[src/rtl/core/tcc_pkg.sv]
// ----------------------------------------------------------------------------
// tcc_pkg
// Shared types, constants and helpers for the text console cursor engine.
// ----------------------------------------------------------------------------
package tcc_pkg;

  localparam int TAB_WIDTH = 8;
  localparam int CNT_W     = $clog2(TAB_WIDTH + 1);
  localparam int CFG_IDX_W = 8;

  localparam logic [7:0] CH_NEWLINE   = 8'd10;
  localparam logic [7:0] CH_BACKSPACE = 8'd8;
  localparam logic [7:0] CH_TAB       = 8'd9;
  localparam logic [7:0] CH_SPACE     = 8'd32;

  localparam logic [CFG_IDX_W-1:0] REG_COLUMNS = CFG_IDX_W'(0);
  localparam logic [CFG_IDX_W-1:0] REG_ROWS    = CFG_IDX_W'(1);

  localparam logic [7:0] COLUMNS_RESET = 8'd170;
  localparam logic [7:0] ROWS_RESET    = 8'd48;

  typedef enum logic [1:0] {
    OP_PRINT,
    OP_NEWLINE,
    OP_BACKSPACE,
    OP_TAB
  } op_kind_t;

  typedef struct packed {
    op_kind_t    kind;
    logic [7:0]  glyph;
    logic [31:0] fg;
    logic [31:0] bg;
  } op_t;

  typedef struct packed {
    logic [7:0] col;
    logic [7:0] row;
  } cursor_t;

  // spaces a tab writes, indexed by the column it starts from
  typedef logic [CNT_W-1:0] tab_lut_t [256];

  function automatic tab_lut_t build_tab_lut();
    tab_lut_t t;
    int       ph;
    ph = 0;
    for (int i = 0; i < 256; i++) begin
      t[i] = CNT_W'(TAB_WIDTH - ph);
      ph = (ph == TAB_WIDTH - 1) ? 0 : ph + 1;
    end
    return t;
  endfunction

  localparam tab_lut_t TAB_LUT = build_tab_lut();

  // column overflow starts a new row, then row overflow wraps to row 0
  function automatic cursor_t wrap_cursor(input logic [8:0] col, input logic [8:0] row,
                                          input logic [7:0] columns,
                                          input logic [7:0] rows);
    cursor_t    c;
    logic       col_over;
    logic [9:0] row_w;
    col_over = (col >= {1'b0, columns});
    row_w    = {1'b0, row} + 10'(col_over);
    c.col    = col_over ? 8'd0 : col[7:0];
    c.row    = (row_w >= {2'b0, rows}) ? 8'd0 : row_w[7:0];
    return c;
  endfunction

endpackage

[src/rtl/core/text_console_cursor_engine.sv]
// ----------------------------------------------------------------------------
// text_console_cursor_engine
// Keeps a column/row cursor on a character grid and turns characters into
// character cell writes, handling newline, backspace and tab.
// ----------------------------------------------------------------------------
//  channel   | direction | transaction
//  s_axis    | in        | one character with its colors
//  m_axis    | out       | one cell write, tlast on the final write of a character
//  cfg       | in        | register write: 0 columns, 1 rows
//
//  a printable character or backspace gives one cell write in the cursor engine;
//  a tab gives one cell write per space (up to TAB_WIDTH), paced by the single
//  cursor update per cycle while the output is not stalled; a newline gives none.
//  a character is registered in tcc_front, queued in tcc_queue and registered again at m_axis.
//  rst is synchronous and clears the cursor to 0,0 and the geometry to 170x48.
//  a stalled output holds the engine (not a newline) while the queue takes input until it is full.
// ----------------------------------------------------------------------------
module text_console_cursor_engine (
  input  logic                          clk,
  input  logic                          rst,
  input  logic                          s_axis_tvalid,
  output logic                          s_axis_tready,
  input  logic [71:0]                   s_axis_tdata,   // char_code, text_fg, text_bg
  output logic                          m_axis_tvalid,
  input  logic                          m_axis_tready,
  // cell_column, cell_row, glyph_code, cell_fg, cell_bg
  output logic [87:0]                   m_axis_tdata,
  output logic                          m_axis_tlast,   // last_of_run
  input  logic                          cfg_valid,
  output logic                          cfg_ready,
  input  logic [tcc_pkg::CFG_IDX_W-1:0] cfg_index,
  input  logic [7:0]                    cfg_data
);

  logic         f_valid;
  logic         f_ready;
  tcc_pkg::op_t f_op;
  logic         q_valid;
  logic         q_ready;
  tcc_pkg::op_t q_op;

  assign cfg_ready = 1'b1;

  tcc_front u_front (
    .clk      (clk),
    .rst      (rst),
    .in_valid (s_axis_tvalid),
    .in_ready (s_axis_tready),
    .in_data  (s_axis_tdata),
    .op_valid (f_valid),
    .op_ready (f_ready),
    .op       (f_op)
  );

  tcc_queue u_queue (
    .clk        (clk),
    .rst        (rst),
    .push_valid (f_valid),
    .push_ready (f_ready),
    .push_op    (f_op),
    .pop_valid  (q_valid),
    .pop_ready  (q_ready),
    .pop_op     (q_op)
  );

  tcc_back u_back (
    .clk       (clk),
    .rst       (rst),
    .cfg_valid (cfg_valid && cfg_ready),
    .cfg_index (cfg_index),
    .cfg_data  (cfg_data),
    .op_valid  (q_valid),
    .op_ready  (q_ready),
    .op        (q_op),
    .out_valid (m_axis_tvalid),
    .out_ready (m_axis_tready),
    .out_data  (m_axis_tdata),
    .out_last  (m_axis_tlast)
  );

endmodule

[src/rtl/core/tcc_front.sv]
// ----------------------------------------------------------------------------
// tcc_front
// Input stage: registers each character and sorts it into an operation.
// ----------------------------------------------------------------------------
module tcc_front (
  input  logic             clk,
  input  logic             rst,
  input  logic             in_valid,
  output logic             in_ready,
  input  logic [71:0]      in_data,
  output logic             op_valid,
  input  logic             op_ready,
  output tcc_pkg::op_t     op
);

  logic         hold_valid;
  tcc_pkg::op_t hold_op;
  tcc_pkg::op_t op_in;
  logic [7:0]   ch;

  assign in_ready = !hold_valid || op_ready;
  assign op_valid = hold_valid;
  assign op       = hold_op;
  assign ch       = in_data[7:0];

  always_comb begin
    op_in.fg    = in_data[39:8];
    op_in.bg    = in_data[71:40];
    op_in.glyph = tcc_pkg::CH_SPACE;
    case (ch)
      tcc_pkg::CH_NEWLINE:   op_in.kind = tcc_pkg::OP_NEWLINE;
      tcc_pkg::CH_BACKSPACE: op_in.kind = tcc_pkg::OP_BACKSPACE;
      tcc_pkg::CH_TAB:       op_in.kind = tcc_pkg::OP_TAB;
      default: begin
        op_in.kind  = tcc_pkg::OP_PRINT;
        op_in.glyph = ch;
      end
    endcase
  end

  always_ff @(posedge clk) begin
    if (rst) begin
      hold_valid <= 1'b0;
    end else if (in_valid && in_ready) begin
      hold_valid <= 1'b1;
    end else if (op_ready) begin
      hold_valid <= 1'b0;
    end
  end

  always_ff @(posedge clk) begin
    if (in_valid && in_ready) begin
      hold_op <= op_in;
    end
  end

endmodule

[src/rtl/core/tcc_queue.sv]
// ----------------------------------------------------------------------------
// tcc_queue
// Two-entry operation queue between the input stage and the cursor engine.
// ----------------------------------------------------------------------------
module tcc_queue (
  input  logic         clk,
  input  logic         rst,
  input  logic         push_valid,
  output logic         push_ready,
  input  tcc_pkg::op_t push_op,
  output logic         pop_valid,
  input  logic         pop_ready,
  output tcc_pkg::op_t pop_op
);

  tcc_pkg::op_t entry [2];
  logic         wr_ptr;
  logic         rd_ptr;
  logic [1:0]   count;
  logic         do_push;
  logic         do_pop;

  assign push_ready = (count != 2'd2);
  assign pop_valid  = (count != 2'd0);
  assign pop_op     = entry[rd_ptr];
  assign do_push    = push_valid && push_ready;
  assign do_pop     = pop_valid && pop_ready;

  always_ff @(posedge clk) begin
    if (rst) begin
      wr_ptr <= 1'b0;
      rd_ptr <= 1'b0;
      count  <= 2'd0;
    end else begin
      if (do_push) begin
        wr_ptr <= !wr_ptr;
      end
      if (do_pop) begin
        rd_ptr <= !rd_ptr;
      end
      count <= count + 2'(do_push) - 2'(do_pop);
    end
  end

  always_ff @(posedge clk) begin
    if (do_push) begin
      entry[wr_ptr] <= push_op;
    end
  end

endmodule

[src/rtl/core/tcc_back.sv]
// ----------------------------------------------------------------------------
// tcc_back
// Cursor engine: holds geometry and cursor, executes operations and drives
// the registered cell write output.
// ----------------------------------------------------------------------------
module tcc_back (
  input  logic                           clk,
  input  logic                           rst,
  input  logic                           cfg_valid,
  input  logic [tcc_pkg::CFG_IDX_W-1:0]  cfg_index,
  input  logic [7:0]                     cfg_data,
  input  logic                           op_valid,
  output logic                           op_ready,
  input  tcc_pkg::op_t                   op,
  output logic                           out_valid,
  input  logic                           out_ready,
  output logic [87:0]                    out_data,
  output logic                           out_last
);

  logic [7:0]                columns;
  logic [7:0]                rows;
  tcc_pkg::cursor_t          cursor;
  tcc_pkg::cursor_t          cursor_next;
  tcc_pkg::cursor_t          pos_bs;
  tcc_pkg::cursor_t          emit_pos;
  logic                      tab_active;
  logic                      tab_active_next;
  logic [tcc_pkg::CNT_W-1:0] tab_left;
  logic [tcc_pkg::CNT_W-1:0] tab_left_next;
  logic [tcc_pkg::CNT_W-1:0] tab_remain;
  logic                      out_free;
  logic                      emit;
  logic                      emit_last;

  logic [7:0]                cell_column;
  logic [7:0]                cell_row;
  logic [7:0]                glyph_code;
  logic [31:0]               cell_fg;
  logic [31:0]               cell_bg;

  assign out_free   = !out_valid || out_ready;
  assign tab_remain = tab_active ? tab_left : tcc_pkg::TAB_LUT[cursor.col];
  assign out_data   = {cell_bg, cell_fg, glyph_code, cell_row, cell_column};

  // backspace steps back, wrapping to the last column and last row
  always_comb begin
    if (cursor.col == 8'd0) begin
      pos_bs.col = columns - 8'd1;
      pos_bs.row = (cursor.row == 8'd0) ? (rows - 8'd1) : (cursor.row - 8'd1);
    end else begin
      pos_bs.col = cursor.col - 8'd1;
      pos_bs.row = cursor.row;
    end
  end

  always_comb begin
    cursor_next     = cursor;
    tab_active_next = tab_active;
    tab_left_next   = tab_left;
    op_ready        = 1'b0;
    emit            = 1'b0;
    emit_last       = 1'b1;
    emit_pos        = cursor;
    if (op_valid) begin
      case (op.kind)
        tcc_pkg::OP_NEWLINE: begin
          op_ready    = 1'b1;
          cursor_next = tcc_pkg::wrap_cursor(9'd0, {1'b0, cursor.row} + 9'd1, columns, rows);
        end
        tcc_pkg::OP_BACKSPACE: begin
          if (out_free) begin
            op_ready    = 1'b1;
            emit        = 1'b1;
            emit_pos    = pos_bs;
            cursor_next = tcc_pkg::wrap_cursor({1'b0, pos_bs.col}, {1'b0, pos_bs.row},
                                               columns, rows);
          end
        end
        tcc_pkg::OP_TAB: begin
          if (out_free) begin
            emit        = 1'b1;
            emit_last   = (tab_remain == tcc_pkg::CNT_W'(1));
            cursor_next = tcc_pkg::wrap_cursor({1'b0, cursor.col} + 9'd1, {1'b0, cursor.row},
                                               columns, rows);
            if (emit_last) begin
              op_ready        = 1'b1;
              tab_active_next = 1'b0;
            end else begin
              tab_active_next = 1'b1;
              tab_left_next   = tab_remain - tcc_pkg::CNT_W'(1);
            end
          end
        end
        default: begin
          if (out_free) begin
            op_ready    = 1'b1;
            emit        = 1'b1;
            cursor_next = tcc_pkg::wrap_cursor({1'b0, cursor.col} + 9'd1, {1'b0, cursor.row},
                                               columns, rows);
          end
        end
      endcase
    end
  end

  always_ff @(posedge clk) begin
    if (rst) begin
      columns    <= tcc_pkg::COLUMNS_RESET;
      rows       <= tcc_pkg::ROWS_RESET;
      cursor     <= '0;
      tab_active <= 1'b0;
      out_valid  <= 1'b0;
    end else begin
      if (cfg_valid) begin
        case (cfg_index)
          tcc_pkg::REG_COLUMNS: columns <= cfg_data;
          tcc_pkg::REG_ROWS:    rows    <= cfg_data;
          default: ;
        endcase
      end
      cursor     <= cursor_next;
      tab_active <= tab_active_next;
      if (emit) begin
        out_valid <= 1'b1;
      end else if (out_ready) begin
        out_valid <= 1'b0;
      end
    end
  end

  always_ff @(posedge clk) begin
    tab_left <= tab_left_next;
    if (emit) begin
      cell_column <= emit_pos.col;
      cell_row    <= emit_pos.row;
      glyph_code  <= op.glyph;
      cell_fg     <= op.fg;
      cell_bg     <= op.bg;
      out_last    <= emit_last;
    end
  end

endmodule
[config.mk]
export PLATFORM = sky130hd
export DESIGN_NAME = text_console_cursor_engine
export DESIGN_NICKNAME = d
export VERILOG_FILES = /design/src/rtl/core/tcc_pkg.sv /design/src/rtl/core/text_console_cursor_engine.sv /design/src/rtl/core/tcc_front.sv /design/src/rtl/core/tcc_queue.sv /design/src/rtl/core/tcc_back.sv
export SDC_FILE = /design/constraint.sdc
export NUM_CORES = 1
export LEC_CHECK = 0
export ABC_AREA = 0
export BUFFER_PORTS_ARGS = -buffer_cell sky130_fd_sc_hd__buf_2
export CELL_PAD_IN_SITES_DETAIL_PLACEMENT = 0
export CELL_PAD_IN_SITES_GLOBAL_PLACEMENT = 1
export CORE_MARGIN = 2
export CORE_UTILIZATION = 52
export CTS_CLUSTER_SIZE = 30
export DETAILED_ROUTE_END_ITERATION = 7
export PLACE_DENSITY = 0.85
export SLEW_MARGIN = 20
export SYNTH_ARGS = -nofsm -noshare
export SYNTH_HDL_FRONTEND = slang
export SYNTH_SLANG_ARGS = --single-unit
[constraint.sdc]
create_clock -name clk -period 19.02 [get_ports clk]
set_input_delay 4.755 -clock clk [delete_from_list [all_inputs] [get_ports clk]]
set_output_delay 4.755 -clock clk [all_outputs]
set_load 0.005 [all_outputs]
# After elaboration in Yosys (flattened, before gate mapping)
# Memories as Yosys holds them, arrays and structs flattened. A register that Yosys moved wholly into a read port is not among the register bits.
# Index checks and enable logic that the tools add are counted.
dict set report classes {
  add_sub_neg 12
  n_lt_le_gt_ge 7
  eq_ne 10
  n_mux 33
  bitwise_logic 2
  reduce_logical 22
}
# op n
set op_table {}
lappend op_table {{16-bit 2-to-1 mux} 6}
lappend op_table {{8-bit 2-to-1 mux} 6}
lappend op_table {{16-bit one-hot mux with 2 select lines} 1}
lappend op_table {{8-bit by 1-bit subtractor with 8-bit output, second input constant} 4}
lappend op_table {{10-bit by 8-bit >= comparator with 1-bit output} 3}
lappend op_table {{8-bit by 4-bit equality test with 1-bit output, second input constant} 3}
lappend op_table {{8-bit zero test} 3}
lappend op_table {{8-bit by 1-bit adder with 9-bit output} 2}
lappend op_table {{8-bit by 1-bit adder with 9-bit output, second input constant} 2}
lappend op_table {{1-bit 2-to-1 mux} 15}
lappend op_table {{4-bit 2-to-1 mux} 3}
lappend op_table {{9-bit by 1-bit adder with 10-bit output} 1}
lappend op_table {{9-bit by 8-bit >= comparator with 1-bit output} 1}
lappend op_table {{9-bit >= comparator, second input constant} 1}
lappend op_table {{8-bit inverter with 9-bit output} 1}
lappend op_table {{8-bit by 1-bit equality test with 1-bit output, second input constant} 1}
lappend op_table {{1-bit by 8-bit >= comparator with 1-bit output, first input constant} 1}
lappend op_table {{8-bit >= comparator} 1}
lappend op_table {{2-bit nonzero test} 4}
lappend op_table {{2-bit one-hot mux with 3 select lines} 1}
lappend op_table {{3-bit AND reduction} 2}
lappend op_table {{2-bit equality test, second input constant} 2}
lappend op_table {{4-bit by 1-bit equality test with 1-bit output, second input constant} 1}
lappend op_table {{1-bit zero test} 4}
lappend op_table {{other kinds (13)} 17}
dict set report word_totals {
  regBits 206
  ram_bits 148
  romBits 1024
  in_bits 93
  output_inout_bits 92
  mem_count 2
}
# name depth word_bits rd rd_ports_with_merged_regs wr line
set memory_table {}
lappend memory_table {{(no name shown)} 256 4 1 0 0 tcc_back.sv:43} ;# assign tab_remain = tab_active ? tab_left : tcc_pkg::TAB_LUT[cursor.col];
lappend memory_table {u_queue.entry 2 74 1 1 1 tcc_queue.sv:16} ;# tcc_pkg::op_t entry [2];

# Depth between registers and ports, before layout
dict set report depth {
  ltp_word 13
  depth_mapped 26
  depth_no_buf 25
}

# Cells and area by module
# Synthesis repeated with hierarchy kept, for this count alone.
dict set report hier_totals {
  hier_cells 1016
  area_unflattened_um2 15103.2
}
# module instances cells_per_inst area_each_um2 seq_area_each_um2
set by_module_without_submodules {}
lappend by_module_without_submodules {tcc_back 1 660 7096.8 3473.3}
lappend by_module_without_submodules {tcc_queue 1 259 5624.1 4544.4}
lappend by_module_without_submodules {tcc_front 1 95 2371.0 2242.2}
lappend by_module_without_submodules {text_console_cursor_engine 1 2 11.3 0.0}

# Worst setup path after synthesis
# No wires, ideal clock.
dict set report synth_timing {
  kind {input -> register}
  startpoint {in m_axis_tready}
  endpoint {reg u_back.cell_bg[0] (enable)}
  setup_ns 0.537
  arrival_time_ns 8.725
  t_required_ns 18.483
  slack_ns 9.758
  path_stages 3
  path_cell_list {nand2b_1 > o21ai_0 > nor2_1}
}
dict set report synth_between {
  elab_chain_cells 4
}
# element line
set synth_lines {}
lappend synth_lines {{from (decl)} text_console_cursor_engine.sv:25} ;# input logic m_axis_tready,
lappend synth_lines {{1-bit logical OR} tcc_back.sv:42} ;# assign out_free = !out_valid || out_ready;
lappend synth_lines {{1-bit 2-to-1 mux} {tcc_back.sv:72, tcc_back.sv:81, tcc_back.sv:96}}
lappend synth_lines {{1-bit 2-to-1 mux} --}
lappend synth_lines {{1-bit 2-to-1 mux} tcc_back.sv:65} ;# if (op_valid) begin
lappend synth_lines {{named net u_back.emit} tcc_back.sv:33} ;# logic emit;
lappend synth_lines {{to (signal assigned)} tcc_back.sv:139} ;# cell_bg <= op.bg;
lappend synth_lines {{to (decl)} tcc_back.sv:40} ;# logic [31:0] cell_bg;
# The timed path passes the listed nets, and every way through them passes these cells.
# A chain may end at the register's enable or synchronous reset.

# Final worst setup path
dict set report layout_timing {
  startpoint {reg u_back.cursor[9] (netlist name)}
  endpoint {reg u_back.cursor[1] (netlist name)}
}
dict set report layout_between {
  elab_chain_cells 8
  word_cells_on_any_way 15
  classes_between {4 x add/sub; 4 x order compare; 6 x mux; 1 x reduce/logical}
}
# element line
set layout_lines {}
lappend layout_lines {{from (decl)} tcc_back.sv:23} ;# tcc_pkg::cursor_t cursor;
lappend layout_lines {{from (signal assigned)} tcc_back.sv:122} ;# cursor <= cursor_next;
lappend layout_lines {{8-bit by 1-bit subtractor with 8-bit output / 8-bit zero test (equally long branches)} {tcc_back.sv:52, tcc_back.sv:48}}
lappend layout_lines {{16-bit 2-to-1 mux} tcc_back.sv:48} ;# if (cursor.col == 8'd0) begin
lappend layout_lines {{8-bit >= comparator} tcc_pkg.sv:64} ;# col_over = (col >= {1'b0, columns});
lappend layout_lines {{8-bit by 1-bit adder with 9-bit output} tcc_pkg.sv:65} ;# row_w = {1'b0, row} + 10'(col_over);
lappend layout_lines {{10-bit by 8-bit >= comparator with 1-bit output} tcc_pkg.sv:67} ;# c.row = (row_w >= {2'b0, rows}) ? 8'd0 : row_w[7:0];
lappend layout_lines {{8-bit 2-to-1 mux} tcc_pkg.sv:67}
lappend layout_lines {{16-bit 2-to-1 mux} tcc_back.sv:72} ;# if (out_free) begin
lappend layout_lines {{16-bit one-hot mux with 2 select lines (*)} tcc_back.sv:66} ;# case (op.kind)
# Mark *: on every way between the ends. The rest lies on a longest branch, timed or not. The select of a mux whose other input is x is not followed.

==> run metrics <==
clock tree root driver cell=clkbuf_16; Post-Route WL=30.0 mm; vias in the first global route=8554; routed vias/inst=5.51; Syn Nets=1141; post-route minimum period=6830 ps; global-route wire length before repair=46.7 mm; Setup Buffers After CTS=0; Slew @ Worst Pin=1040 ps; H-tree depth=2; post-route ant nets=0; post-CTS resize count=0; cts hold-fix bufs=0; Chip Height=173 µm; initial core utilization=53.1%; slew margin rel.=30.5%; Cell Area, Synth=14900 µm²; CP Max Fanout=11; die footprint=30000 µm²; final hold slack=441 ps; Final Skew=25.4 ps; Max Buffers Root-to-Sink=3; Avg WL per Cell=19.0 µm; initial DRC count=557; Pins Over Slew Limit=0; core area=28000 µm²; Hold Path Origin=u_front.op[19]; DRT Pass-1 Iters=5; # port buffers=183; GP Congestion=0.866; Switching Fraction=34.4%; Max VDD drop=0.0879 mV; register area share after synthesis=68.9%; Worst Path Arrival=7260 ps; hpwl dp=19.9 mm; remaining global-route overflow=0; number of synthesized flops with an enable pin=315; Syn Inst Count=992; commonest non-fill, non-tap cell in the layout=edfxtp_1; GRT Util Overall=19.8%; Total Neg Setup Slack=0 ps; Reg clk slew, reported paths=60 ps; Max Cap Violations=0; # rows=61; final hold vios=0; Sequential Power Share=39.6%; Leak Pwr=6.50 nW; Skew-Pair Late Insertion Delay=520 ps; # setup viols final=0; Reg-to-Reg Start=u_back.cursor[9]; layout cells sized above 1=28.8%; Async S/R FF share, synth=0%; dpl ws=11830 ps; Clk pwr share=24.4%; total number of vias=8725; CTS buffer count=38; initial antenna violation count=2; Pint=1.85 mW; pin count of the biggest net entering global routing=75; yosys warns=0; I/O pin cnt=185; fin crit share=35.9%; top_reg_cell synth=edfxtp_1; Synth cell types=75; outcome=complete, no violations; most frequent cells in the layout=edfxtp_1, buf_2, mux2_2, nor2_1, ha_1; fin nets=1326; RSZ-0062 raised after global routing=no; Peak Freq=146 MHz; Avg Cell Area, Syn=15.0 µm²; Remaining DRCs=0; Yosys reg bits=355; CTS tree=done; area grow syn2layout=16.7%; Comb pwr share=36.0%; cell area power density=162 nW/µm²; Net Switching=970 µW; Crit. End Element=flip-flop; Worst EP required=19450 ps; clk sinks=355; Die X=173 µm; critical path launch point=u_back.cursor[9]; WS Path Type=reg2reg; Total Power=2.82 mW; Worst Hold Class=reg2reg; CP Launch Type=flip-flop; worst setup margin=12190 ps
==> flip-flops by register name, indices dropped and copies added (netlist names), 2 cells and up, named ones only <==
name / count
u_back.cell_bg: 32
u_back.cell_column: 8
u_back.cell_fg: 32
u_back.cell_row: 8
u_back.columns: 8
u_back.cursor: 16
u_back.glyph_code: 8
u_back.rows: 8
u_back.tab_left: 4
u_front.op: 74
u_queue.count: 2
u_queue.entry: 148
==> path summary, 6_finish.rpt <==
check,end,slack (ps),depth (start not counted)
max,u_back.cursor[1],12190,24
min,u_queue.entry[0][19],440,0
max reg2reg,u_back.cursor[1],12190,24
min reg2reg,u_queue.entry[0][19],440,0
==> area by class of cell <==
cell class | instances | area [µm²]
Multi-Input combinational cell | 552 | 4320
Tap cell | 378 | 473
Sequential cell | 355 | 10300
Inverter | 40 | 150
Antenna cell | 1 | 2.50
Clock inverter | 19 | 155
Clock buffer | 48 | 1020
Fill cell | 2080 | 10600
Timing Repair Buffer | 190 | 988
==> critical path, stage by stage (launching register included) <==
cell and delay (ps):
dfxtp_1 400, inv_1 170, ha_1 300, nor3b_2 400, nand2_1 360, a21o_1 390
or4_1 540, or3b_1 410, a221o_1 340, ha_1 280, o21ai_0 70, nand2b_1 70
o41a_1 230, ha_1 180, o211ai_1 110, a211oi_1 350, nand2_1 120, xnor2_1 220
ha_1 280, a21oi_1 150, o21ai_0 110, a31o_2 280, a221oi_4 470, a22oi_2 150
a2111oi_2 340
==> power groups by stage <==
stage               Sequential, mW  Combinational (mW)  Clock [mW]
finish                        1.12                1.01       0.688
global route                  1.13                1.13       0.731
CTS                           1.12                1.02       0.703
detailed placement            1.13                1.01           0
global placement              1.13               0.997           0
floorplan                     1.11               0.746           0
==> cells by family (layout without fill, tap and decap cells) <==
kind of cell	after synthesis	in the layout	share of synthesized area, %
flops	355	355	68.9
simple gates	204	204	7.20
compound gates	152	152	7.12
mux	101	101	7.49
buf+inv	85	297	2.28
fa+ha+maj	56	56	4.71
xor+xnor	38	38	2.24
other cells	1	2	0.0252
==> synthesized netlist by cell type (all sizes together) (2+ instances only) <==
| master | instances | area share (%) |
|---|---|---|
| nor3 | 11 | 0.48 |
| nor3b | 5 | 0.29 |
| mux2 | 83 | 6.3 |
| xnor2 | 23 | 1.4 |
| and3 | 6 | 0.25 |
| a211oi | 12 | 0.61 |
| clkbuf | 35 | 0.88 |
| o21bai | 2 | 0.10 |
| a31oi | 9 | 0.38 |
| nor2 | 62 | 1.6 |
| o211ai | 5 | 0.25 |
| o21a | 4 | 0.20 |
| xor2 | 15 | 0.88 |
| a21o | 11 | 0.55 |
| or3b | 3 | 0.19 |
| a221oi | 13 | 0.88 |
| dfxtp | 40 | 5.4 |
| a2111oi | 2 | 0.16 |
| nand4 | 8 | 0.34 |
| a221o | 3 | 0.20 |
| nand3 | 21 | 0.71 |
| o22ai | 3 | 0.13 |
| or4 | 3 | 0.18 |
| mux2i | 18 | 1.2 |
| ha | 56 | 4.7 |
| a21oi | 28 | 0.94 |
| nor4 | 4 | 0.27 |
| o21ai | 32 | 1.1 |
| a22oi | 7 | 0.39 |
| nand2 | 45 | 1.1 |
| o31a | 3 | 0.18 |
| inv | 40 | 1.0 |
| o2111ai | 2 | 0.12 |
| nand2b | 11 | 0.46 |
| o32ai | 2 | 0.12 |
| and4 | 2 | 0.15 |
| edfxtp | 315 | 64 |
| a211o | 2 | 0.12 |
| buf | 10 | 0.39 |
| o31ai | 2 | 0.10 |
| o41ai | 4 | 0.24 |
| or3 | 3 | 0.16 |
| nor2b | 10 | 0.42 |
| or2 | 3 | 0.13 |
==> metal layers <==
layer	global-route usage, %	wire length, µm	part of all wire, %	vias up
met1	27.5	13100	44	4201
li1	-	-	-	4163
met2	32.2	14500	48	296
met5	0	13	0.043	-
met4	6.60	785	2.6	2
met3	3.03	1690	5.6	63
==> stage by stage <==
stage / utilization, % / cell area [µm²] / cells
after global routing: 62.0 / 17400 / 1583
final: 62.0 / 17400 / 1583
after detailed placement: 57.7 / 16200 / 1514
after global placement: 57.7 / 16200 / 1514
after CTS: 61.9 / 17300 / 1581
after floorplan: - / 14900 / 992
(Power assumes the default switching activity.)
